### src/iee_pkg.sv
`timescale 1ns / 1ps
// Shared types, codes and helper functions for the infix expression evaluator.
// No dependencies; every other file but iee_if imports this package.
package iee_pkg;

    typedef enum logic [2:0] {
        OP_ADD  = 3'd0,
        OP_SUB  = 3'd1,
        OP_MUL  = 3'd2,
        OP_DIV  = 3'd3,
        OP_POW  = 3'd4,
        OP_LPAR = 3'd5,
        OP_RPAR = 3'd6,
        OP_BAR  = 3'd7
    } t_op;

    // result status codes
    localparam logic [2:0] ST_OK        = 3'd0;
    localparam logic [2:0] ST_DIV_ZERO  = 3'd1;
    localparam logic [2:0] ST_BRACKET   = 3'd2;
    localparam logic [2:0] ST_INVALID   = 3'd3;
    localparam logic [2:0] ST_NO_RESULT = 3'd4;
    localparam logic [2:0] ST_OVERFLOW  = 3'd6;

    // character codes
    localparam logic [7:0] CH_PLUS  = 8'h2B;
    localparam logic [7:0] CH_MINUS = 8'h2D;
    localparam logic [7:0] CH_STAR  = 8'h2A;
    localparam logic [7:0] CH_SLASH = 8'h2F;
    localparam logic [7:0] CH_CARET = 8'h5E;
    localparam logic [7:0] CH_LPAR  = 8'h28;
    localparam logic [7:0] CH_RPAR  = 8'h29;
    localparam logic [7:0] CH_BAR   = 8'h7C;
    localparam logic [7:0] CH_SPACE = 8'h20;
    localparam logic [7:0] CH_TAB   = 8'h09;
    localparam logic [7:0] CH_CR    = 8'h0D;
    localparam logic [7:0] CH_ZERO  = 8'h30;
    localparam logic [7:0] CH_NINE  = 8'h39;

    // controller -> datapath
    typedef struct packed {
        logic       acc_load;
        logic [3:0] digit;
        logic       flush;
        logic       op_rd;
        logic       op_push;
        t_op        push_op;
        logic       op_pop;
        logic       num_rd;
        logic       num_rd_second;
        logic       latch_a;
        logic       alu_start;
        logic       num_replace;
        logic       abs_wr;
        logic       out_load;
        logic [2:0] out_status;
        logic       clear;
    } t_dp_cmd;

    // datapath -> controller
    typedef struct packed {
        logic       in_number;
        logic       n_empty;
        logic       n_lt2;
        logic       n_full;
        logic       o_empty;
        logic       o_full;
        t_op        top_op;
        logic       dig_ovf;
        logic       alu_done;
        logic [2:0] alu_status;
        logic       out_busy;
    } t_dp_status;

    function automatic logic is_space(input logic [7:0] c);
        return (c == CH_SPACE) || (c >= CH_TAB && c <= CH_CR);
    endfunction

    function automatic logic is_numeral(input logic [7:0] c);
        return (c >= CH_ZERO) && (c <= CH_NINE);
    endfunction

    function automatic logic op_valid(input logic [7:0] c);
        logic v;
        unique case (c)
            CH_PLUS, CH_MINUS, CH_STAR, CH_SLASH,
            CH_CARET, CH_LPAR, CH_RPAR, CH_BAR: v = 1'b1;
            default: v = 1'b0;
        endcase
        return v;
    endfunction

    function automatic t_op op_code(input logic [7:0] c);
        t_op r;
        unique case (c)
            CH_MINUS: r = OP_SUB;
            CH_STAR:  r = OP_MUL;
            CH_SLASH: r = OP_DIV;
            CH_CARET: r = OP_POW;
            CH_LPAR:  r = OP_LPAR;
            CH_RPAR:  r = OP_RPAR;
            CH_BAR:   r = OP_BAR;
            default:  r = OP_ADD;
        endcase
        return r;
    endfunction

    // does the stacked operator run before cur is pushed
    function automatic logic executes(input t_op top, input t_op cur);
        logic closing;
        logic addsub;
        logic muldiv;
        logic r;
        closing = (cur == OP_RPAR) || (cur == OP_BAR);
        addsub  = (cur == OP_ADD) || (cur == OP_SUB);
        muldiv  = (cur == OP_MUL) || (cur == OP_DIV);
        unique case (top) inside
            OP_ADD, OP_SUB: r = addsub || closing;
            OP_MUL, OP_DIV: r = addsub || muldiv || closing;
            OP_POW:         r = addsub || muldiv || (cur == OP_POW) || closing;
            OP_LPAR:        r = (cur == OP_RPAR);
            OP_BAR:         r = (cur == OP_BAR);
            default:        r = 1'b0;
        endcase
        return r;
    endfunction

    function automatic logic [31:0] magnitude(input logic [31:0] v);
        return v[31] ? (32'd0 - v) : v;
    endfunction

endpackage

### src/iee_if.sv
`timescale 1ns / 1ps
// Valid/ready channel interfaces: character beats in, result beats out.
// No dependencies.
interface iee_in_if;
    logic       valid;
    logic       ready;
    logic [7:0] char_code;
    logic       is_last;
    modport source (output valid, output char_code, output is_last, input ready);
    modport sink   (input valid, input char_code, input is_last, output ready);
endinterface


### src/iee_ctrl.sv
`timescale 1ns / 1ps
// Sequencer: decodes each character beat and steps the datapath through
// flushes, operator reductions and the final evaluation. Depends on iee_pkg, iee_if.
module iee_ctrl (
    input  logic                i_clk,
    input  logic                i_rst_n,
    iee_in_if.sink              i_char,
    input  iee_pkg::t_dp_status i_status,
    output iee_pkg::t_dp_cmd    o_cmd
);
    import iee_pkg::*;

    typedef enum logic [3:0] {
        S_IDLE, S_DECODE, S_OP_TEST, S_OP_EVAL, S_ABS_WR, S_NUM_A, S_NUM_B,
        S_ALU_GO, S_ALU_WAIT, S_OP_PUSH, S_LAST, S_FIN_TEST, S_OUT
    } t_state;

    t_state     r_state, n_state;
    logic [7:0] r_char, n_char;
    logic       r_last, n_last;
    logic [2:0] r_err, n_err;
    logic       r_bar, n_bar;
    logic       r_fin, n_fin;
    t_op        r_cur, n_cur;

    always_comb begin
        n_state = r_state;
        n_char  = r_char;
        n_last  = r_last;
        n_err   = r_err;
        n_bar   = r_bar;
        n_fin   = r_fin;
        n_cur   = r_cur;
        o_cmd            = '0;
        o_cmd.digit      = r_char[3:0];
        o_cmd.push_op    = r_cur;
        o_cmd.out_status = r_err;
        unique case (r_state)
            S_IDLE: begin
                if (i_char.valid) begin
                    n_char  = i_char.char_code;
                    n_last  = i_char.is_last;
                    n_state = S_DECODE;
                end
            end
            S_DECODE: begin
                n_state = S_LAST;
                if (!is_space(r_char) && !is_numeral(r_char) && !op_valid(r_char)) begin
                    n_err = ST_INVALID;
                end else if (r_err == ST_OK && is_numeral(r_char)) begin
                    if (i_status.dig_ovf) begin
                        n_err = ST_OVERFLOW;
                    end else begin
                        o_cmd.acc_load = 1'b1;
                    end
                end else if (r_err == ST_OK && op_valid(r_char)) begin
                    n_cur       = op_code(r_char);
                    o_cmd.flush = 1'b1;
                    if (i_status.in_number && i_status.n_full) begin
                        n_err = ST_OVERFLOW;
                    end else begin
                        n_state = S_OP_TEST;
                    end
                end
            end
            S_OP_TEST: begin
                if (i_status.o_empty) begin
                    n_state = S_OP_PUSH;
                end else begin
                    o_cmd.op_rd = 1'b1;
                    n_state     = S_OP_EVAL;
                end
            end
            S_OP_EVAL: begin
                if (!executes(i_status.top_op, r_cur)) begin
                    n_state = S_OP_PUSH;
                end else if (!r_bar && r_cur == OP_BAR) begin
                    // opening bar
                    n_bar   = 1'b1;
                    n_state = S_OP_PUSH;
                end else if (i_status.top_op == OP_LPAR && r_cur == OP_RPAR) begin
                    o_cmd.op_pop = 1'b1;
                    n_state      = S_LAST;
                end else if (i_status.top_op == OP_BAR && r_cur == OP_BAR) begin
                    n_bar = 1'b0;
                    if (i_status.n_empty) begin
                        n_err   = ST_INVALID;
                        n_state = S_LAST;
                    end else begin
                        o_cmd.num_rd = 1'b1;
                        n_state      = S_ABS_WR;
                    end
                end else if (i_status.n_lt2) begin
                    n_err   = ST_INVALID;
                    n_state = S_LAST;
                end else begin
                    n_state = S_NUM_A;
                end
            end
            S_ABS_WR: begin
                o_cmd.abs_wr = 1'b1;
                o_cmd.op_pop = 1'b1;
                n_state      = S_LAST;
            end
            S_NUM_A: begin
                o_cmd.num_rd = 1'b1;
                n_state      = S_NUM_B;
            end
            S_NUM_B: begin
                o_cmd.num_rd        = 1'b1;
                o_cmd.num_rd_second = 1'b1;
                o_cmd.latch_a       = 1'b1;
                n_state             = S_ALU_GO;
            end
            S_ALU_GO: begin
                o_cmd.alu_start = 1'b1;
                n_state         = S_ALU_WAIT;
            end
            S_ALU_WAIT: begin
                if (i_status.alu_done) begin
                    if (i_status.alu_status != ST_OK) begin
                        n_err   = i_status.alu_status;
                        n_state = r_fin ? S_OUT : S_LAST;
                    end else begin
                        o_cmd.num_replace = 1'b1;
                        o_cmd.op_pop      = 1'b1;
                        n_state           = r_fin ? S_FIN_TEST : S_OP_TEST;
                    end
                end
            end
            S_OP_PUSH: begin
                if (!r_bar && r_cur == OP_BAR) begin
                    n_bar = 1'b1;
                end
                if (i_status.o_full) begin
                    n_err = ST_OVERFLOW;
                end else begin
                    o_cmd.op_push = 1'b1;
                end
                n_state = S_LAST;
            end
            S_LAST: begin
                if (!r_last) begin
                    n_state = S_IDLE;
                end else if (r_err == ST_OK) begin
                    o_cmd.flush = 1'b1;
                    if (i_status.in_number && i_status.n_full) begin
                        n_err   = ST_OVERFLOW;
                        n_state = S_OUT;
                    end else begin
                        n_fin   = 1'b1;
                        n_state = S_FIN_TEST;
                    end
                end else begin
                    n_state = S_OUT;
                end
            end
            S_FIN_TEST: begin
                if (!i_status.o_empty) begin
                    if (i_status.n_lt2) begin
                        n_err   = ST_INVALID;
                        n_state = S_OUT;
                    end else begin
                        o_cmd.op_rd = 1'b1;
                        n_state     = S_NUM_A;
                    end
                end else if (i_status.n_empty) begin
                    n_err   = ST_NO_RESULT;
                    n_state = S_OUT;
                end else begin
                    o_cmd.num_rd = 1'b1;
                    n_state      = S_OUT;
                end
            end
            S_OUT: begin
                if (!i_status.out_busy) begin
                    o_cmd.out_load = 1'b1;
                    o_cmd.clear    = 1'b1;
                    n_err          = ST_OK;
                    n_bar          = 1'b0;
                    n_fin          = 1'b0;
                    n_state        = S_IDLE;
                end
            end
            default: n_state = S_IDLE;
        endcase
    end

    always_ff @(posedge i_clk) begin
        if (!i_rst_n) begin
            r_state <= S_IDLE;
            r_err   <= ST_OK;
            r_bar   <= 1'b0;
            r_fin   <= 1'b0;
        end else begin
            r_state <= n_state;
            r_err   <= n_err;
            r_bar   <= n_bar;
            r_fin   <= n_fin;
        end
        r_char <= n_char;
        r_last <= n_last;
        r_cur  <= n_cur;
    end

    assign i_char.ready = (r_state == S_IDLE);

endmodule

### src/flat_wrapper.sv
// flat-port wrapper written by rule: the top's interface ports become plain ports
module iee_ctrl_flat import iee_pkg::*;
  (i_clk, i_rst_n, i_status, o_cmd, i_char_valid, i_char_char_code, i_char_is_last, i_char_ready);
  iee_in_if i_char_i ();
  input  logic i_clk;
  input  logic i_rst_n;
  input  iee_pkg::t_dp_status i_status;
  output iee_pkg::t_dp_cmd o_cmd;
  input wire logic [$bits(i_char_i.valid)-1:0] i_char_valid;
  input wire logic [$bits(i_char_i.char_code)-1:0] i_char_char_code;
  input wire logic [$bits(i_char_i.is_last)-1:0] i_char_is_last;
  output wire logic [$bits(i_char_i.ready)-1:0] i_char_ready;
  assign i_char_i.valid = i_char_valid;
  assign i_char_i.char_code = i_char_char_code;
  assign i_char_i.is_last = i_char_is_last;
  assign i_char_ready = i_char_i.ready;
  iee_ctrl u_core (.i_clk(i_clk), .i_rst_n(i_rst_n), .i_char(i_char_i), .i_status(i_status), .o_cmd(o_cmd));
endmodule
### config.mk
export PLATFORM = sky130hd
export DESIGN_NAME = iee_ctrl_flat
export DESIGN_NICKNAME = d
export VERILOG_FILES = /design/src/iee_pkg.sv /design/src/iee_if.sv /design/src/iee_ctrl.sv /design/src/flat_wrapper.sv
export SDC_FILE = /design/constraint.sdc
export NUM_CORES = 1
export LEC_CHECK = 0
export ABC_AREA = 1
export BUFFER_PORTS_ARGS = -buffer_cell sky130_fd_sc_hd__buf_2
export CORE_AREA = 2 2 68 70
export CTS_BUF_LIST = sky130_fd_sc_hd__clkbuf_8
export DETAILED_ROUTE_END_ITERATION = 8
export DIE_AREA = 0 0 70 72
export PLACE_DENSITY = 0.69
export SYNTH_ARGS = -nofsm -noshare
export SYNTH_HDL_FRONTEND = slang
export SYNTH_SLANG_ARGS = --single-unit
### constraint.sdc
create_clock -name i_clk -period 2.9 [get_ports i_clk]
set_input_delay 0.58 -clock i_clk [delete_from_list [all_inputs] [get_ports i_clk]]
set_output_delay 0.58 -clock i_clk [all_outputs]
set_load 0.05 [all_outputs]
# After elaboration in Yosys (flattened, before gate mapping)
# Index checks and enable logic that the tools add are counted.
word_totals:
  input_bits: 27
  out_inout_bits: 24
  elab_cells: 201
  register_bits: 21
classes:
  bitwise: 2
  reduce_logical: 42
  mux: 95
  eq_ne: 51
  order_cmp: 4
ops:
  columns: ["op", "count"]
  rows:
  - ["4-bit 2-to-1 mux", 19]
  - ["3-bit 2-to-1 mux", 22]
  - ["8-bit by 6-bit == test with 1-bit output (second input constant)", 7]
  - ["4-bit case mux with 12 select lines", 1]
  - ["3-bit case mux with 7 select lines", 2]
  - ["1-bit 2-to-1 mux", 41]
  - ["4-bit == test (second input constant)", 5]
  - ["3-bit == test (second input constant)", 6]
  - ["4-bit by 3-bit == test with 1-bit output (second input constant)", 4]
  - ["8-bit by 7-bit == test with 1-bit output (second input constant)", 2]
  - ["2-bit != test (second input constant)", 7]
  - ["14-bit AND reduction", 1]
  - ["3-bit by 2-bit == test with 1-bit output (second input constant)", 4]
  - ["1-bit logical AND", 10]
  - ["2-bit by 1-bit != test with 1-bit output (second input constant)", 5]
  - ["3-bit zero test", 3]
  - ["1-bit logical OR", 9]
  - ["3-bit != test (second input constant)", 3]
  - ["1-bit case mux with 3 select lines", 3]
  - ["4-bit by 2-bit == test with 1-bit output (second input constant)", 2]
  - ["8-bit by 4-bit greater-or-equal comparator with 1-bit output (second input constant)", 1]
  - ["8-bit by 6-bit greater-or-equal comparator with 1-bit output (second input constant)", 1]
  - ["8-bit by 4-bit <= comparator with 1-bit output (second input constant)", 1]
  - ["8-bit by 6-bit <= comparator with 1-bit output (second input constant)", 1]
  - ["21 further kinds", 34]

# Depth between registers and ports, before layout
logic_depth:
  depth_word: 13
  mapped_depth: 14
  mapped_depth_nobuf: 14

# Least setup slack after synthesis
# OpenSTA, ideal clock, no wires.
synth_path:
  kind: "reg-to-output"
  start: "register u_core.r_cur[0]"
  end: "output port o_cmd[10] (netlist bit)"
  arrival_ps: 3007
  setup_slack_ps: -687
  stages_incl_launch_ff: 5
  required_time_ps: 2320
  path_buffers: 0
  path_cell_list: "edfxtp_1 > inv_1 > nor2_4 > nand3_2 > o311ai_0"
synth_lines:
  columns: ["item", "line", "source"]
  rows:
  - ["from (decl)", "iee_ctrl.sv:24", "t_op r_cur, n_cur;"]
  - ["from (signal assigned)", "iee_ctrl.sv:203", "r_cur <= n_cur;"]
  - ["to (decl)", "flat_wrapper.sv:8", "output iee_pkg::t_dp_cmd o_cmd;"]

==> flow_metrics.py <==
metrics = {
    "clocking": {
        "worstSkewPairLatency_ps": 260,
        "cts_buffers": 3,
        "cts-root-buf": "clkbuf_8",
        "cts_tree": "done",
        "clk_path_buf_depth": 2,
        "clk_pin_slew_ps": 80,
        "hold_buffers": 0,
        "post_cts_resized": 0,
        "post_cts_buffers": 0,
        "htreeDepth": 1,
        "cts.sinks": 21,
    },
    "timing": {
        "tightest_slew_ps": 465.2,
        "setup_viol": 0,
        "period_share_pct": 90.32,
        "drv_slew": 0,
        "slew_headroom_pct": 68.75,
        "fin_skew_ps": 4.412,
        "hold_violations": 0,
        "tns_ps": 0,
        "rsz0062_at_grt": "false",
        "fin_crit_ps": 2619,
        "max_freq_mhz": 381.8,
        "setup_ws_ps": 280.6,
    },
    "worst_setup_path": {
        "startpoint_type": "register",
        "max_stage_delay_ps": 470,
        "critPathMaxFanout": 6,
        "critPathArrivalTime_ps": 2040,
        "endpoint_kind": "output pin",
        "crit_slowest_cell": "dfxtp_1",
        "worst-path-buf-inv": 3,
        "criticalPathCategory": "register to output pin",
        "crit_required_ps": 2320,
        "crit_family": "simple AND/OR/NAND/NOR gates",
        "rrSetupSlack_ps": 1110,
        "cp_cell_sequence": "nand2_2, nor2_4, inv_4, nor2_2, inv_1, o311ai_2, buf_2",
    },
    "power_and_ir_drop": {
        "power_density_mw_per_mm2": 702.3,
        "internal-power_mw": 0.7365,
        "p_sw_mw": 0.8241,
        "fin_total_pwr_mw": 1.561,
        "p_leak_nw": 1.118,
        "swShare_pct": 52.81,
        "vdd_drop_max_mv": 0.5143,
        "p_clk_share_pct": 13.0,
        "seqPwrFrac_pct": 30.4,
        "p_comb_share_pct": 56.6,
    },
    "logic_synthesis": {
        "synthDominantCellAreaShare_pct": 19.09,
        "seq_area_frac_synth_pct": 28.63,
        "yosys-top-cells-area": "edfxtp_1 19%, nand2_1 14%, nor2_1 9.7%",
        "synth_common_cells": "70 x nand2_1, 49 x nor2_1, 42 x inv_1",
        "syn_area_mm2": 0.001888,
        "ys_types": 30,
        "synth_edf_count": 12,
        "synth_top_area_cell": "edfxtp_1",
        "async_reset_ff_share_pct": 0,
        "synth_nets": 330,
        "yosysWarnings": 0,
        "post-synth-top-count-cell": "nand2_1",
        "synthFlopType": "edfxtp_1",
        "ys_ff_latch": 21,
        "syn_inst": 303,
        "synth.avg_cell_area_um2": 6.231,
    },
    "global_route": {
        "gr-total-overflow": 0,
        "grt_usage_pct": 21.48,
        "antenna_found_initial": 0,
        "grt_pass1_vias": 1918,
        "grt_max_degree": 14,
        "grt_pass1_wl_um": 8749,
    },
    "floorplanning": {
        "core.rowCount": 24,
        "die_area_mm2": 0.005040,
        "fp.dieW_um": 70,
        "die_height_um": 72,
        "core-area_mm2": 0.004264,
        "boundaryPins": 51,
        "initial_core_util_pct": 44.28,
    },
    "layout": {
        "fin_nets": 380,
        "drive_gt1_share_pct": 26.70,
        "fin_area_mm2": 0.002222,
        "diodes": 0,
        "synthToLayoutAreaGrowth_pct": 17.69,
    },
    "drt": {
        "drt_iter0_markers": 169,
        "vias_per_cell": 5.181,
        "drt_pre_antenna_iters": 5,
        "drt-total-wl_um": 5364,
        "drc": 0,
        "wl_per_cell_um": 13.28,
        "ant_nets": 0,
        "vias": 2093,
    },
    "run": {
        "max_cap_violations": 0,
    },
    "placed_design": {
        "dpl_cell_area_mm2": 0.002173,
        "dp_worst_setup_slack_ps": 594.6,
        "gp_congestion": 0.9570,
        "port_buffers": 50,
        "dp_hpwl_um": 4382,
    },
    "worst_hold_path": {
        "hp-class": "input port to register",
    },
    "outcome": {
        "status": "complete, no violations",
    },
}
## power groups by stage
stage	clock [mW]	combinational, mW	sequential, mW
6_report	0.203	0.883	0.475
4_1_cts	0.208	0.872	0.472
3_5_place_dp	0	0.867	0.479
5_1_grt	0.222	0.966	0.485
3_3_place_gp	0	0.875	0.479
2_1_floorplan	0	0.636	0.515
## state kept, by name, indices dropped and copies added (netlist names)
signal,count
u_core.r_cur,3
u_core.r_err,3
u_core.r_last,1
u_core.r_bar,1
u_core.r_fin,1
u_core.r_state,4
u_core.r_char,8
## cell families after synthesis
group / count (synthesis) / synth area share [%]
and+or+nand+nor: 191 / 48.31
AOI/OAI and AO/OA: 36 / 10.67
DFF: 21 / 28.63
buffers and inverters: 55 / 12.39
## worst reg2reg max path, cell delays in order, from the launching register on
cell and delay [ps]:
dfxtp_1 460, inv_1 110, nand2_2 120, nor2_1 100, nand2_1 100, nand3_1 80, nor2_1 170, nand3_1 140
nor2_2 180, nand2_2 100, nor2_1 100, nor2_1 50
## layout by cell type, fill, tap and decap left out, drive strengths merged
master,n
a211oi,1
a21oi,10
a31oi,1
buf,51
clkbuf,3
clkinvlp,1
dfxtp,9
edfxtp,12
inv,49
nand2,83
nand3,20
nand3b,1
nand4,8
nor2,61
nor3,14
nor3b,1
nor4,3
o2111ai,1
o21ai,17
o21bai,2
o22ai,2
o311ai,1
o31ai,1
## per-stage QoR
step	hold WS (ps)	util, %	cells
CTS	481.4	52.11	404
global route	468.2	52.11	404
detailed placement	486.8	50.97	400
floorplan	454.6	-	303
global placement	474.1	50.97	400
finish	486.5	52.11	404
## layout make-up
cell class | instances | area, µm²
fill | 447 | 2042
clock inverter | 1 | 7.507
tap | 52 | 65.06
sequential | 21 | 540.5
timing repair buffer | 51 | 257.7
inverter | 49 | 188.9
clock buffer | 3 | 41.29
multi-input combinational | 227 | 1121
## per-layer routing
metal  track usage, %  vias up  wire, µm
li1                 -     1082         -
met1            30.47      921      2564
met2            33.54       84      2365
met3            4.722        6       375
met4            5.342        0        58
met5                0        -         0
## final timing paths
check                                          from                to  depth (start not counted)
worst max register to register    u_core.r_state[0]   u_core.r_err[2]                         11
worst max-delay path              u_core.r_state[1]         o_cmd[10]                          7
worst min-delay path            i_char_char_code[4]  u_core.r_char[4]                          1
worst min register to register         u_core.r_bar      u_core.r_bar                          2
Power figures use the tool's default switching activity.
