[src/iee_pkg.sv]
`timescale 1ns / 1ps
// Shared types, codes and helper functions for the infix expression evaluator.
// No dependencies; every other file but iee_if imports this package.
package iee_pkg;

    typedef enum logic [2:0] {
        OP_ADD  = 3'd0,
        OP_SUB  = 3'd1,
        OP_MUL  = 3'd2,
        OP_DIV  = 3'd3,
        OP_POW  = 3'd4,
        OP_LPAR = 3'd5,
        OP_RPAR = 3'd6,
        OP_BAR  = 3'd7
    } t_op;

    // result status codes
    localparam logic [2:0] ST_OK        = 3'd0;
    localparam logic [2:0] ST_DIV_ZERO  = 3'd1;
    localparam logic [2:0] ST_BRACKET   = 3'd2;
    localparam logic [2:0] ST_INVALID   = 3'd3;
    localparam logic [2:0] ST_NO_RESULT = 3'd4;
    localparam logic [2:0] ST_OVERFLOW  = 3'd6;

    // character codes
    localparam logic [7:0] CH_PLUS  = 8'h2B;
    localparam logic [7:0] CH_MINUS = 8'h2D;
    localparam logic [7:0] CH_STAR  = 8'h2A;
    localparam logic [7:0] CH_SLASH = 8'h2F;
    localparam logic [7:0] CH_CARET = 8'h5E;
    localparam logic [7:0] CH_LPAR  = 8'h28;
    localparam logic [7:0] CH_RPAR  = 8'h29;
    localparam logic [7:0] CH_BAR   = 8'h7C;
    localparam logic [7:0] CH_SPACE = 8'h20;
    localparam logic [7:0] CH_TAB   = 8'h09;
    localparam logic [7:0] CH_CR    = 8'h0D;
    localparam logic [7:0] CH_ZERO  = 8'h30;
    localparam logic [7:0] CH_NINE  = 8'h39;

    // controller -> datapath
    typedef struct packed {
        logic       acc_load;
        logic [3:0] digit;
        logic       flush;
        logic       op_rd;
        logic       op_push;
        t_op        push_op;
        logic       op_pop;
        logic       num_rd;
        logic       num_rd_second;
        logic       latch_a;
        logic       alu_start;
        logic       num_replace;
        logic       abs_wr;
        logic       out_load;
        logic [2:0] out_status;
        logic       clear;
    } t_dp_cmd;

    // datapath -> controller
    typedef struct packed {
        logic       in_number;
        logic       n_empty;
        logic       n_lt2;
        logic       n_full;
        logic       o_empty;
        logic       o_full;
        t_op        top_op;
        logic       dig_ovf;
        logic       alu_done;
        logic [2:0] alu_status;
        logic       out_busy;
    } t_dp_status;

    function automatic logic is_space(input logic [7:0] c);
        return (c == CH_SPACE) || (c >= CH_TAB && c <= CH_CR);
    endfunction

    function automatic logic is_numeral(input logic [7:0] c);
        return (c >= CH_ZERO) && (c <= CH_NINE);
    endfunction

    function automatic logic op_valid(input logic [7:0] c);
        logic v;
        unique case (c)
            CH_PLUS, CH_MINUS, CH_STAR, CH_SLASH,
            CH_CARET, CH_LPAR, CH_RPAR, CH_BAR: v = 1'b1;
            default: v = 1'b0;
        endcase
        return v;
    endfunction

    function automatic t_op op_code(input logic [7:0] c);
        t_op r;
        unique case (c)
            CH_MINUS: r = OP_SUB;
            CH_STAR:  r = OP_MUL;
            CH_SLASH: r = OP_DIV;
            CH_CARET: r = OP_POW;
            CH_LPAR:  r = OP_LPAR;
            CH_RPAR:  r = OP_RPAR;
            CH_BAR:   r = OP_BAR;
            default:  r = OP_ADD;
        endcase
        return r;
    endfunction

    // does the stacked operator run before cur is pushed
    function automatic logic executes(input t_op top, input t_op cur);
        logic closing;
        logic addsub;
        logic muldiv;
        logic r;
        closing = (cur == OP_RPAR) || (cur == OP_BAR);
        addsub  = (cur == OP_ADD) || (cur == OP_SUB);
        muldiv  = (cur == OP_MUL) || (cur == OP_DIV);
        unique case (top) inside
            OP_ADD, OP_SUB: r = addsub || closing;
            OP_MUL, OP_DIV: r = addsub || muldiv || closing;
            OP_POW:         r = addsub || muldiv || (cur == OP_POW) || closing;
            OP_LPAR:        r = (cur == OP_RPAR);
            OP_BAR:         r = (cur == OP_BAR);
            default:        r = 1'b0;
        endcase
        return r;
    endfunction

    function automatic logic [31:0] magnitude(input logic [31:0] v);
        return v[31] ? (32'd0 - v) : v;
    endfunction

endpackage

[src/iee_if.sv]


interface iee_out_if;
    logic               valid;
    logic               ready;
    logic signed [31:0] value;
    logic        [2:0]  status;
    modport source (output valid, output value, output status, input ready);
    modport sink   (input valid, input value, input status, output ready);
endinterface

[src/iee_alu.sv]
`timescale 1ns / 1ps
// Multi-cycle arithmetic unit: add/sub/mul in one step, radix-2 divide,
// square-and-multiply power. Depends on iee_pkg.
module iee_alu (
    input  logic         i_clk,
    input  logic         i_rst_n,
    input  logic         i_start,
    input  iee_pkg::t_op i_op,
    input  logic [31:0]  i_a,     // right operand
    input  logic [31:0]  i_b,     // left operand
    output logic         o_done,
    output logic [31:0]  o_res,
    output logic [2:0]   o_status
);
    import iee_pkg::*;

    typedef enum logic [1:0] {A_IDLE, A_DIV, A_POW} t_alu_state;

    t_alu_state  r_state;
    logic        r_done;
    logic [31:0] r_res;
    logic [2:0]  r_status;
    logic [31:0] r_q;
    logic [31:0] r_rem;
    logic [31:0] r_dv;
    logic        r_neg;
    logic [4:0]  r_cnt;
    logic [31:0] r_base;
    logic [31:0] r_e;
    logic        r_ph;

    logic [32:0] w_t;
    logic        w_ge;
    logic [31:0] w_rem_n;
    logic [31:0] w_q_n;
    logic [31:0] w_mx;
    logic [31:0] w_my;
    logic [31:0] w_prod;

    // one restoring divide step
    assign w_t     = {r_rem, r_q[31]};
    assign w_ge    = w_t >= {1'b0, r_dv};
    assign w_rem_n = w_ge ? 32'(w_t - {1'b0, r_dv}) : w_t[31:0];
    assign w_q_n   = {r_q[30:0], w_ge};

    // single shared multiplier
    assign w_mx   = (r_state == A_IDLE) ? i_b : (r_ph ? r_base : r_res);
    assign w_my   = (r_state == A_IDLE) ? i_a : r_base;
    assign w_prod = 32'(w_mx * w_my);

    always_ff @(posedge i_clk) begin
        if (!i_rst_n) begin
            r_state <= A_IDLE;
            r_done  <= 1'b0;
        end else begin
            r_done <= 1'b0;
            unique case (r_state)
                A_IDLE: begin
                    if (i_start) begin
                        r_status <= ST_OK;
                        case (i_op)
                            OP_ADD: begin
                                r_res  <= i_b + i_a;
                                r_done <= 1'b1;
                            end
                            OP_SUB: begin
                                r_res  <= i_b - i_a;
                                r_done <= 1'b1;
                            end
                            OP_MUL: begin
                                r_res  <= w_prod;
                                r_done <= 1'b1;
                            end
                            OP_DIV: begin
                                if (i_a == 32'd0) begin
                                    r_res    <= 32'd0;
                                    r_status <= ST_DIV_ZERO;
                                    r_done   <= 1'b1;
                                end else begin
                                    r_q     <= magnitude(i_b);
                                    r_rem   <= 32'd0;
                                    r_dv    <= magnitude(i_a);
                                    r_neg   <= i_a[31] ^ i_b[31];
                                    r_cnt   <= 5'd0;
                                    r_state <= A_DIV;
                                end
                            end
                            OP_POW: begin
                                r_res   <= 32'd1;
                                r_base  <= i_b;
                                r_e     <= i_a[31] ? 32'd0 : i_a;
                                r_ph    <= 1'b0;
                                r_state <= A_POW;
                            end
                            default: begin
                                // a bracket or bar reached evaluation
                                r_res    <= 32'd0;
                                r_status <= ST_BRACKET;
                                r_done   <= 1'b1;
                            end
                        endcase
                    end
                end
                A_DIV: begin
                    r_rem <= w_rem_n;
                    r_q   <= w_q_n;
                    r_cnt <= r_cnt + 5'd1;
                    if (r_cnt == 5'd31) begin
                        r_res   <= r_neg ? (32'd0 - w_q_n) : w_q_n;
                        r_done  <= 1'b1;
                        r_state <= A_IDLE;
                    end
                end
                A_POW: begin
                    if (r_e == 32'd0) begin
                        r_done  <= 1'b1;
                        r_state <= A_IDLE;
                    end else if (!r_ph) begin
                        if (r_e[0]) begin
                            r_res <= w_prod;
                        end
                        r_ph <= 1'b1;
                    end else begin
                        r_base <= w_prod;
                        r_e    <= {1'b0, r_e[31:1]};
                        r_ph   <= 1'b0;
                    end
                end
                default: r_state <= A_IDLE;
            endcase
        end
    end

    assign o_done   = r_done;
    assign o_res    = r_res;
    assign o_status = r_status;

endmodule

[src/iee_datapath.sv]
`timescale 1ns / 1ps
// Datapath: number and operator stacks, digit accumulator, ALU, result register.
// Depends on iee_pkg, iee_if and iee_alu.
module iee_datapath #(
    parameter int STACK_DEPTH = 64
) (
    input  logic                i_clk,
    input  logic                i_rst_n,
    input  iee_pkg::t_dp_cmd    i_cmd,
    output iee_pkg::t_dp_status o_status,
    iee_out_if.source           o_result
);
    import iee_pkg::*;

    localparam int AW = (STACK_DEPTH > 1) ? $clog2(STACK_DEPTH) : 1;
    localparam int DW = $clog2(STACK_DEPTH + 1);

    logic [31:0] r_nstack [STACK_DEPTH];
    t_op         r_ostack [STACK_DEPTH];

    logic [DW-1:0] r_nd;
    logic [DW-1:0] r_od;
    logic [31:0]   r_acc;
    logic          r_in_num;
    logic [31:0]   r_nrd;
    logic [31:0]   r_opa;
    t_op           r_ord;
    logic          r_out_valid;
    logic [31:0]   r_out_value;
    logic [2:0]    r_out_status;

    logic [DW-1:0] w_nd_m1;
    logic [DW-1:0] w_nd_m2;
    logic [DW-1:0] w_od_m1;
    logic          w_n_full;
    logic          w_o_full;
    logic          w_push_num;
    logic [34:0]   w_acc10;
    logic          w_wr_en;
    logic [AW-1:0] w_wr_addr;
    logic [31:0]   w_wr_data;
    logic [AW-1:0] w_rd_addr;
    logic          w_alu_done;
    logic [31:0]   w_alu_res;
    logic [2:0]    w_alu_status;

    assign w_nd_m1    = r_nd - DW'(1);
    assign w_nd_m2    = r_nd - DW'(2);
    assign w_od_m1    = r_od - DW'(1);
    assign w_n_full   = r_nd == DW'(STACK_DEPTH);
    assign w_o_full   = r_od == DW'(STACK_DEPTH);
    assign w_push_num = i_cmd.flush && r_in_num && !w_n_full;

    // acc * 10 + digit, as shifts
    assign w_acc10 = ({3'd0, r_acc} << 3) + ({3'd0, r_acc} << 1) + 35'(i_cmd.digit);

    always_comb begin
        w_wr_en   = 1'b0;
        w_wr_addr = r_nd[AW-1:0];
        w_wr_data = r_acc;
        if (w_push_num) begin
            w_wr_en = 1'b1;
        end else if (i_cmd.num_replace) begin
            w_wr_en   = 1'b1;
            w_wr_addr = w_nd_m2[AW-1:0];
            w_wr_data = w_alu_res;
        end else if (i_cmd.abs_wr) begin
            w_wr_en   = 1'b1;
            w_wr_addr = w_nd_m1[AW-1:0];
            w_wr_data = magnitude(r_nrd);
        end
    end

    assign w_rd_addr = i_cmd.num_rd_second ? w_nd_m2[AW-1:0] : w_nd_m1[AW-1:0];

    always_ff @(posedge i_clk) begin
        if (w_wr_en) begin
            r_nstack[w_wr_addr] <= w_wr_data;
        end
        if (i_cmd.num_rd) begin
            r_nrd <= r_nstack[w_rd_addr];
        end
    end

    always_ff @(posedge i_clk) begin
        if (i_cmd.op_push && !w_o_full) begin
            r_ostack[r_od[AW-1:0]] <= i_cmd.push_op;
        end
        if (i_cmd.op_rd) begin
            r_ord <= r_ostack[w_od_m1[AW-1:0]];
        end
    end

    always_ff @(posedge i_clk) begin
        if (i_cmd.latch_a) begin
            r_opa <= r_nrd;
        end
        if (i_cmd.out_load) begin
            r_out_value  <= (i_cmd.out_status == ST_OK) ? r_nrd : 32'd0;
            r_out_status <= i_cmd.out_status;
        end
    end

    always_ff @(posedge i_clk) begin
        if (!i_rst_n) begin
            r_nd        <= '0;
            r_od        <= '0;
            r_acc       <= 32'd0;
            r_in_num    <= 1'b0;
            r_out_valid <= 1'b0;
        end else begin
            if (i_cmd.clear) begin
                r_nd     <= '0;
                r_od     <= '0;
                r_acc    <= 32'd0;
                r_in_num <= 1'b0;
            end else begin
                if (i_cmd.acc_load) begin
                    r_acc    <= w_acc10[31:0];
                    r_in_num <= 1'b1;
                end else if (i_cmd.flush) begin
                    r_acc    <= 32'd0;
                    r_in_num <= 1'b0;
                end
                if (w_push_num) begin
                    r_nd <= r_nd + DW'(1);
                end else if (i_cmd.num_replace) begin
                    r_nd <= w_nd_m1;
                end
                if (i_cmd.op_push && !w_o_full) begin
                    r_od <= r_od + DW'(1);
                end else if (i_cmd.op_pop) begin
                    r_od <= w_od_m1;
                end
            end
            if (i_cmd.out_load) begin
                r_out_valid <= 1'b1;
            end else if (o_result.ready) begin
                r_out_valid <= 1'b0;
            end
        end
    end

    iee_alu u_alu (
        .i_clk    (i_clk),
        .i_rst_n  (i_rst_n),
        .i_start  (i_cmd.alu_start),
        .i_op     (r_ord),
        .i_a      (r_opa),
        .i_b      (r_nrd),
        .o_done   (w_alu_done),
        .o_res    (w_alu_res),
        .o_status (w_alu_status)
    );

    assign o_status.in_number  = r_in_num;
    assign o_status.n_empty    = r_nd == '0;
    assign o_status.n_lt2      = r_nd < DW'(2);
    assign o_status.n_full     = w_n_full;
    assign o_status.o_empty    = r_od == '0;
    assign o_status.o_full     = w_o_full;
    assign o_status.top_op     = r_ord;
    assign o_status.dig_ovf    = w_acc10 > 35'h07FFFFFFF;
    assign o_status.alu_done   = w_alu_done;
    assign o_status.alu_status = w_alu_status;
    assign o_status.out_busy   = r_out_valid;

    assign o_result.valid  = r_out_valid;
    assign o_result.value  = $signed(r_out_value);
    assign o_result.status = r_out_status;

`ifndef NO_ASSERTIONS
    a_nd_bound: assert property (@(posedge i_clk) disable iff (!i_rst_n)
        r_nd <= DW'(STACK_DEPTH))
        else $error("number stack depth out of range");
    a_replace_two: assert property (@(posedge i_clk) disable iff (!i_rst_n)
        i_cmd.num_replace |-> r_nd >= DW'(2))
        else $error("operation result written with fewer than two operands");
    a_pop_nonempty: assert property (@(posedge i_clk) disable iff (!i_rst_n)
        i_cmd.op_pop |-> r_od != '0)
        else $error("pop from empty operator stack");
`endif

endmodule

[src/flat_wrapper.sv]
// flat-port wrapper written by rule: the top's interface ports become plain ports
module iee_datapath_flat import iee_pkg::*;
#(
    parameter int STACK_DEPTH = 64
)
  (i_clk, i_rst_n, i_cmd, o_status, o_result_valid, o_result_value, o_result_status, o_result_ready);
  iee_out_if o_result_i ();
  input  logic i_clk;
  input  logic i_rst_n;
  input  iee_pkg::t_dp_cmd i_cmd;
  output iee_pkg::t_dp_status o_status;
  output wire logic [$bits(o_result_i.valid)-1:0] o_result_valid;
  output wire logic [$bits(o_result_i.value)-1:0] o_result_value;
  output wire logic [$bits(o_result_i.status)-1:0] o_result_status;
  input wire logic [$bits(o_result_i.ready)-1:0] o_result_ready;
  assign o_result_valid = o_result_i.valid;
  assign o_result_value = o_result_i.value;
  assign o_result_status = o_result_i.status;
  assign o_result_i.ready = o_result_ready;
  iee_datapath #(.STACK_DEPTH(STACK_DEPTH)) u_core (.i_clk(i_clk), .i_rst_n(i_rst_n), .i_cmd(i_cmd), .o_status(o_status), .o_result(o_result_i));
endmodule
[config.mk]
export PLATFORM = sky130hd
export DESIGN_NAME = iee_datapath_flat
export DESIGN_NICKNAME = d
export VERILOG_FILES = /design/src/iee_pkg.sv /design/src/iee_if.sv /design/src/iee_alu.sv /design/src/iee_datapath.sv /design/src/flat_wrapper.sv
export SDC_FILE = /design/constraint.sdc
export NUM_CORES = 2
export LEC_CHECK = 0
export BUFFER_PORTS_ARGS = -buffer_cell sky130_fd_sc_hd__buf_2
export CAP_MARGIN = 5
export CORE_AREA = 2 2 487 441
export CTS_CLUSTER_SIZE = 20
export DETAILED_ROUTE_END_ITERATION = 10
export DIE_AREA = 0 0 489 443
export GPL_TIMING_DRIVEN = 0
export HOLD_SLACK_MARGIN = 0.02
export MAX_ROUTING_LAYER = met4
export PLACE_DENSITY = 0.76
export REMOVE_ABC_BUFFERS = 1
export SETUP_SLACK_MARGIN = 0.1
export SLEW_MARGIN = 20
export SYNTH_ARGS = -nofsm -noshare
export SYNTH_HDL_FRONTEND = slang
export SYNTH_HIERARCHICAL = 1
export SYNTH_SLANG_ARGS = --single-unit
[constraint.sdc]
create_clock -name i_clk -period 28.7 [get_ports i_clk]
set_input_delay 1.435 -clock i_clk [delete_from_list [all_inputs] [get_ports i_clk]]
set_output_delay 1.435 -clock i_clk [all_outputs]
set_load 0.05 [all_outputs]
* Word level (Yosys, flattened, before mapping) *
Memory sizes are Yosys's and may differ from the RTL's. A register that Yosys moved wholly into a read port is not among the register bits.
Index checks and enable logic that the tools add are counted.

cells by class
  bitwise logic cells = 3
  reduce and logical (&&, ||, !) cells = 28
  multipliers = 1
  magnitude comparators = 3
  equality and inequality tests = 22
  muxes and demuxes = 81
  add/sub/neg operators = 14

operator list
  operator                                                                            number
  32-bit 2-to-1 mux                                                                   31
  32-bit case mux with 2 select lines                                                 4
  32-bit case mux with 5 select lines                                                 1
  32-bit case mux with 3 select lines                                                 1
  1-bit by 32-bit subtractor with 32-bit output (first input constant)                3
  32-bit logical NOT                                                                  2
  32-bit subtractor                                                                   2
  31-bit 2-to-1 mux                                                                   2
  35-bit by 33-bit adder with 35-bit output                                           1
  35-bit by 4-bit adder with 35-bit output                                            1
  35-bit by 31-bit greater-than comparator with 1-bit output (second input constant)  1
  33-bit by 32-bit >= comparator with 1-bit output                                    1
  32-bit adder                                                                        1
  32-bit by 32-bit multiplier with 32-bit output                                      1
  7-bit 2-to-1 mux                                                                    4
  6-bit 2-to-1 mux                                                                    4
  1-bit 2-to-1 mux                                                                    20
  5-bit AND reduction                                                                 4
  2-bit != test (second input constant)                                               8
  5-bit 2-to-1 mux                                                                    3
  7-bit by 1-bit adder with 7-bit output (second input constant)                      2
  7-bit == test (second input constant)                                               2
  7-bit logical NOT                                                                   2
  7-bit by 1-bit subtractor with 7-bit output (second input constant)                 2
  other kinds (31)                                                                    49

storage, ports and cells
  input bits = 26
  memories = 2
  word-level logic and storage cells = 175
  output and inout bits = 51
  register bits after elaboration = 320
  bits in writable memories = 2240

memory list
  name             depth  width  read ports  clocked after Yosys merged registers in  wr ports  line                source
  u_core.r_nstack  64     32     1           1                                        1         iee_datapath.sv:18  logic [31:0] r_nstack [STACK_DEPTH];
  u_core.r_ostack  64     3      1           1                                        1         iee_datapath.sv:19  t_op r_ostack [STACK_DEPTH];

* Depth between registers and ports, before layout *
  depth after elaboration = 7
  mapped depth = 38
  gate-level depth less buffers = 32

* By module *
Netlist, hierarchy kept.

modules (own cells, without submodules)
  module        instances  area each (um^2)  seq. area each (um^2)  cells each
  iee_datapath  1          95365.2           71288.4                4900
  iee_alu       1          30819.6           6065.8                 3479

* Worst setup path after synthesis *
OpenSTA, ideal clock, no wires.

  path type = reg-to-reg
  start point = register u_core.u_alu.r_state[0]
  end point = register u_core.u_alu.r_res[31] (netlist: u_core/u_alu/o_res[31]), data pin
  buffers on the path = 7
  path slack = 19.643 ns
  arrival time = 8.801 ns
  required time = 28.444 ns
  stages on the path, launching flop included = 33
  library setup time = 0.256 ns
  clock period less this slack = 9.057 ns
  path through = dfxtp_1 > inv_1 > ha_1 > buf_2 > buf_2 > buf_2 > buf_2 > buf_2 > buf_1 > clkbuf_1 > mux2i_1 > nor2_1 > fa_1 > inv_1 > fa_1 > fa_1 > inv_1 > fa_1 > inv_1 > fa_1 > fa_1 > fa_1 > fa_1 > xnor2_1 > xnor2_1 > xnor2_1 > xnor2_1 > xnor2_1 > xnor3_1 > xnor3_1 > xnor2_1 > o21ai_0 > a2bb2oi_1

between the ends
  word-level cells in the longest chain between the ends = 7
  elaborated cells on any way between the ends = 12
  classes of those cells = mul (1); eq/ne (2); mux (8); reduce/logical (1)

ends and longest elaborated chain
  what                                            line                                         source
  start, declared                                 iee_alu.sv:19                                t_alu_state r_state;
  start signal, assigned                          iee_alu.sv:53                                r_state <= A_IDLE;
  start signal, assigned                          iee_alu.sv:85                                r_state <= A_DIV;
  start signal, assigned                          iee_alu.sv:93                                r_state <= A_POW;
  2-bit logical NOT                               iee_alu.sv:47, iee_alu.sv:48, iee_alu.sv:57
  32-bit 2-to-1 mux (on tied branches)            iee_alu.sv:47, iee_alu.sv:48
  32-bit by 32-bit multiplier with 32-bit output  iee_alu.sv:49                                assign w_prod = 32'(w_mx * w_my);
  32-bit 2-to-1 mux                               iee_alu.sv:119                               if (r_e[0]) begin
  32-bit 2-to-1 mux                               iee_alu.sv:118                               end else if (!r_ph) begin
  32-bit 2-to-1 mux                               iee_alu.sv:115                               if (r_e == 32'd0) begin
  32-bit case mux with 3 select lines (*)         iee_alu.sv:57                                unique case (r_state)
  end signal, assigned                            iee_alu.sv:63                                r_res <= i_b + i_a;
  end signal, assigned                            iee_alu.sv:67                                r_res <= i_b - i_a;
  end signal, assigned                            iee_alu.sv:120                               r_res <= w_prod;
  end, declared                                   iee_alu.sv:21                                logic [31:0] r_res;

Mark *: on every way between the ends. The rest lies on a longest branch, timed or not. The select of a mux whose other input is x is not followed.
A chain may end at the register's enable or synchronous reset.

* Worst setup path after layout *
  start point = register u_core.u_alu.r_state[1]
  end point = register u_core.u_alu.r_res[25] (netlist: u_core/u_alu/o_res[25]), data pin

Same word-level chain as after synthesis.

==> flow_summary.yaml <==
outcome:
  status: "finished clean"
worst_hold_path:
  hp-class: "register to register"
  holdPathEnd: "u_core/r_acc[28]"
  worstHoldPathCells: 2
  hold_start: "u_core/r_acc[28]"
yosys:
  syn_inst: 8379
  async_flop_share: 0
  yosysSeqAreaShare: 0.613
  synth_xor_area_frac: 0.0225
  yosys_register_bits: 2593
  synth_fa_ha_area_frac: 0.0918
  synth_area_per_cell_um2: 15.1
  synth_cell_types: 99
  synthMuxAreaShare: 0.113
  synth_top_family_by_area: "multiplexers"
  yosys.area_share.simple: 0.0698
  netlist_area_um2: 126000
  synth_warnings: 6
  synth_edf_count: 2542
  synth_compound_area_frac: 0.0582
  synthFlopType: "edfxtp_1"
timing:
  slew_violations: 0
  max_clock_freq_mhz: 96.3
  skew_ns: 0.0922
  rsz0062_at_grt: "false"
  fin_crit_ns: 10.38
  fin_ws_ns: 18.32
  finalSetupViolations: 0
  tightestPinTransition_ns: 1.33
  slew_headroom: 0.105
  fin_crit_sh: 0.362
  hold_viol: 0
setup_path:
  critPathKind: "register to register"
  crit_arrival_ns: 11.07
  required_ns: 29.39
  reg2reg_to: "u_core/u_alu/o_res[25]"
  critical_path.max_fanout: 42
  r2r_start: "u_core/u_alu/r_state[1]"
  rrSetupSlack_ns: 18.32
  critPathLaunchType: "register"
  end_kind: "register"
  reg2regPathDepth: 24
cells_and_area:
  drive_gt1_frac: 0.185
  fillerInstances: 13056
  fin_util: 0.687
  layout_commonest_cell: "edfxtp_1"
  fin_area_um2: 146000
  layout_common_cells: "2,542 x edfxtp_1, 789 x nand2_1, 586 x nor2_1, 575 x mux4_2, 546 x inv_1"
  num-nets-final: 9306
  stdcell_count: 11657
  syn_to_final_growth_pct: 15.5
placement:
  portBuffers: 75
  preCtsSetupSlack_ns: 18.71
  gp_congestion: 0.992
  dpl_cell_area_um2: 137000
  place_hpwl_um: 247000
  dp_cells: 11174
global_routing:
  grt_pass1_wl_um: 556000
  grt_overflow: 0
  globalRouteTotalUtil: 0.369
  grt_max_degree: 70
  antenna_found_initial: 11
  grt_pass1_vias: 80191
floorplan:
  die_h_um: 443
  start_util: 0.595
  coreArea_um2: 212000
  io_pins: 77
  die_w_um: 489
  num_rows: 161
  die_area_um2: 217000
route:
  firstDrtPassIters: 8
  num_vias: 79772
  avgRoutedWirePerCell_um: 33.0
  drtIter0Drc: 11821
  drtAntennaViolNets: 0
  drc: 0
  routed_wl_um: 385000
  vias_per_cell: 6.84
flow_run:
  cap_violations: 0
clock_network:
  htreeDepth: 5
  cts_buffers: 277
  cts_sinks: 2593
  path_clk_slew_ns: 0.07
  postCtsSetupBuffers: 0
  clockRootBuffer: "clkbuf_16"
  clk_latency_ns: 0.96
  ctsResizeCount: 0
  cts_tree: "done"
  cts_hold_buf: 0
  cts_max_path_buffers: 4
==> worst max-delay path: stages, from the launching register on <==
cell	delay, ns
dfxtp_1	0.35
inv_1	0.18
ha_4	0.67
inv_2	0.46
a21boi_2	0.84
nor2_1	0.15
fa_1	0.57
inv_1	0.06
fa_1	0.51
fa_1	0.54
fa_1	0.51
inv_1	0.05
fa_1	0.52
fa_1	0.45
fa_1	0.57
inv_1	0.07
fa_1	0.55
inv_1	0.05
ha_1	0.36
o211ai_1	0.13
o31ai_1	1.06
a31oi_1	0.22
xnor2_1	0.79
a22oi_1	0.22
o221ai_1	0.27
==> per-stage QoR <==
step / TNS (ns) / hold WS [ns]
detailed placement: 0 / 0.508
global placement: -255.92 / 0.509
finish: 0 / 0.528
CTS: 0 / 0.518
global route: 0 / 0.557
floorplan: 0 / 0.459
==> state kept, by name (all words and copies together), names as in the netlist, 31 cells and up <==
signal                 count
u_core/r_ostack          192
u_core/u_alu/o_res        32
u_core/u_alu/r_e          31
u_core/u_alu/r_base       32
u_core/u_alu/r_rem        32
u_core/u_alu/r_q          32
u_core/o_result.value     32
u_core/r_opa              32
u_core/r_nstack         2048
u_core/r_acc              32
u_core/r_nrd              32
u_core/u_alu/r_dv         32
==> kinds of logic after synthesis <==
kind of cell,Yosys count
and+or+nand+nor,1977
xor gates and xnor gates,314
other,1
DFF,2593
buffers and inverters,994
muxes,697
adders and majority gates,679
AOI/OAI and AO/OA,1124
==> cell type report <==
class / instances / area [um^2] / area share
inverter: 552 / 2070 / 0.0142
antenna: 8 / 20.0 / 0.000137
tap: 2852 / 3570 / 0.0245
sequential: 2593 / 77400 / 0.531
clock inverter: 130 / 1270 / 0.00872
clock buffer: 345 / 7430 / 0.0510
timing repair buffer: 385 / 7740 / 0.0531
multi-input combinational: 4792 / 46300 / 0.317
==> cell usage after synthesis, types with 11 or more instances <==
master	count	area share
mux2_2	56	0.0050
buf_1	23	0.00068
o21ai_1	27	0.0011
edfxtp_1	2542	0.60
mux4_2	575	0.10
clkbuf_1	289	0.0086
nor2_1	654	0.019
buf_2	89	0.0035
o31ai_1	47	0.0028
nand3_1	43	0.0017
ha_1	267	0.026
nor3_1	42	0.0017
xnor2_1	189	0.013
nand4_1	22	0.0011
a31oi_1	86	0.0043
o41ai_1	11	0.00076
a211oi_1	176	0.010
mux2i_1	64	0.0051
or2_2	24	0.0012
a21oi_1	243	0.0096
fa_1	412	0.065
o21a_1	51	0.0030
a21o_1	47	0.0028
nand2b_1	46	0.0023
nand3b_1	11	0.00065
a22oi_1	15	0.00089
inv_1	548	0.016
a311oi_1	67	0.0047
o21ai_0	212	0.0084
nor4_1	21	0.0010
xor2_1	119	0.0083
dfxtp_1	51	0.0081
nor2b_1	19	0.00094
nand2_1	789	0.023
or4_1	21	0.0012
o211ai_1	16	0.00095
o21bai_1	13	0.00077
and3_1	31	0.0015
buf_4	40	0.0024
or3_1	34	0.0017
and2_1	180	0.0089
o22ai_1	38	0.0019
==> per-layer routing <==
metal,routed length (um),GRT usage
met3,44100,0.0788
met5,0,-
met1,135000,0.472
met2,181000,0.556
met4,25800,0.201
==> how the worst max path moves through the flow <==
stage,startpoint,end,slack (ns),cells past startpoint
3_5_place_dp,u_core/u_alu/r_state[0],u_core/u_alu/o_res[25],18.71,24
5_1_grt,u_core/u_alu/r_state[0],u_core/u_alu/o_res[25],18.23,30
2_1_floorplan,i_cmd[9],u_core/r_nrd[0],7.88,7
6_report,u_core/u_alu/r_state[1],u_core/u_alu/o_res[25],18.32,24
4_1_cts,u_core/u_alu/r_state[0],u_core/u_alu/o_res[31],18.65,25
3_3_place_gp,i_cmd[9],u_core/r_nrd[21],-8.43,7
Power is not shown: default switching activity piles up to over one toggle a cycle in this logic, so the estimate is an artifact.
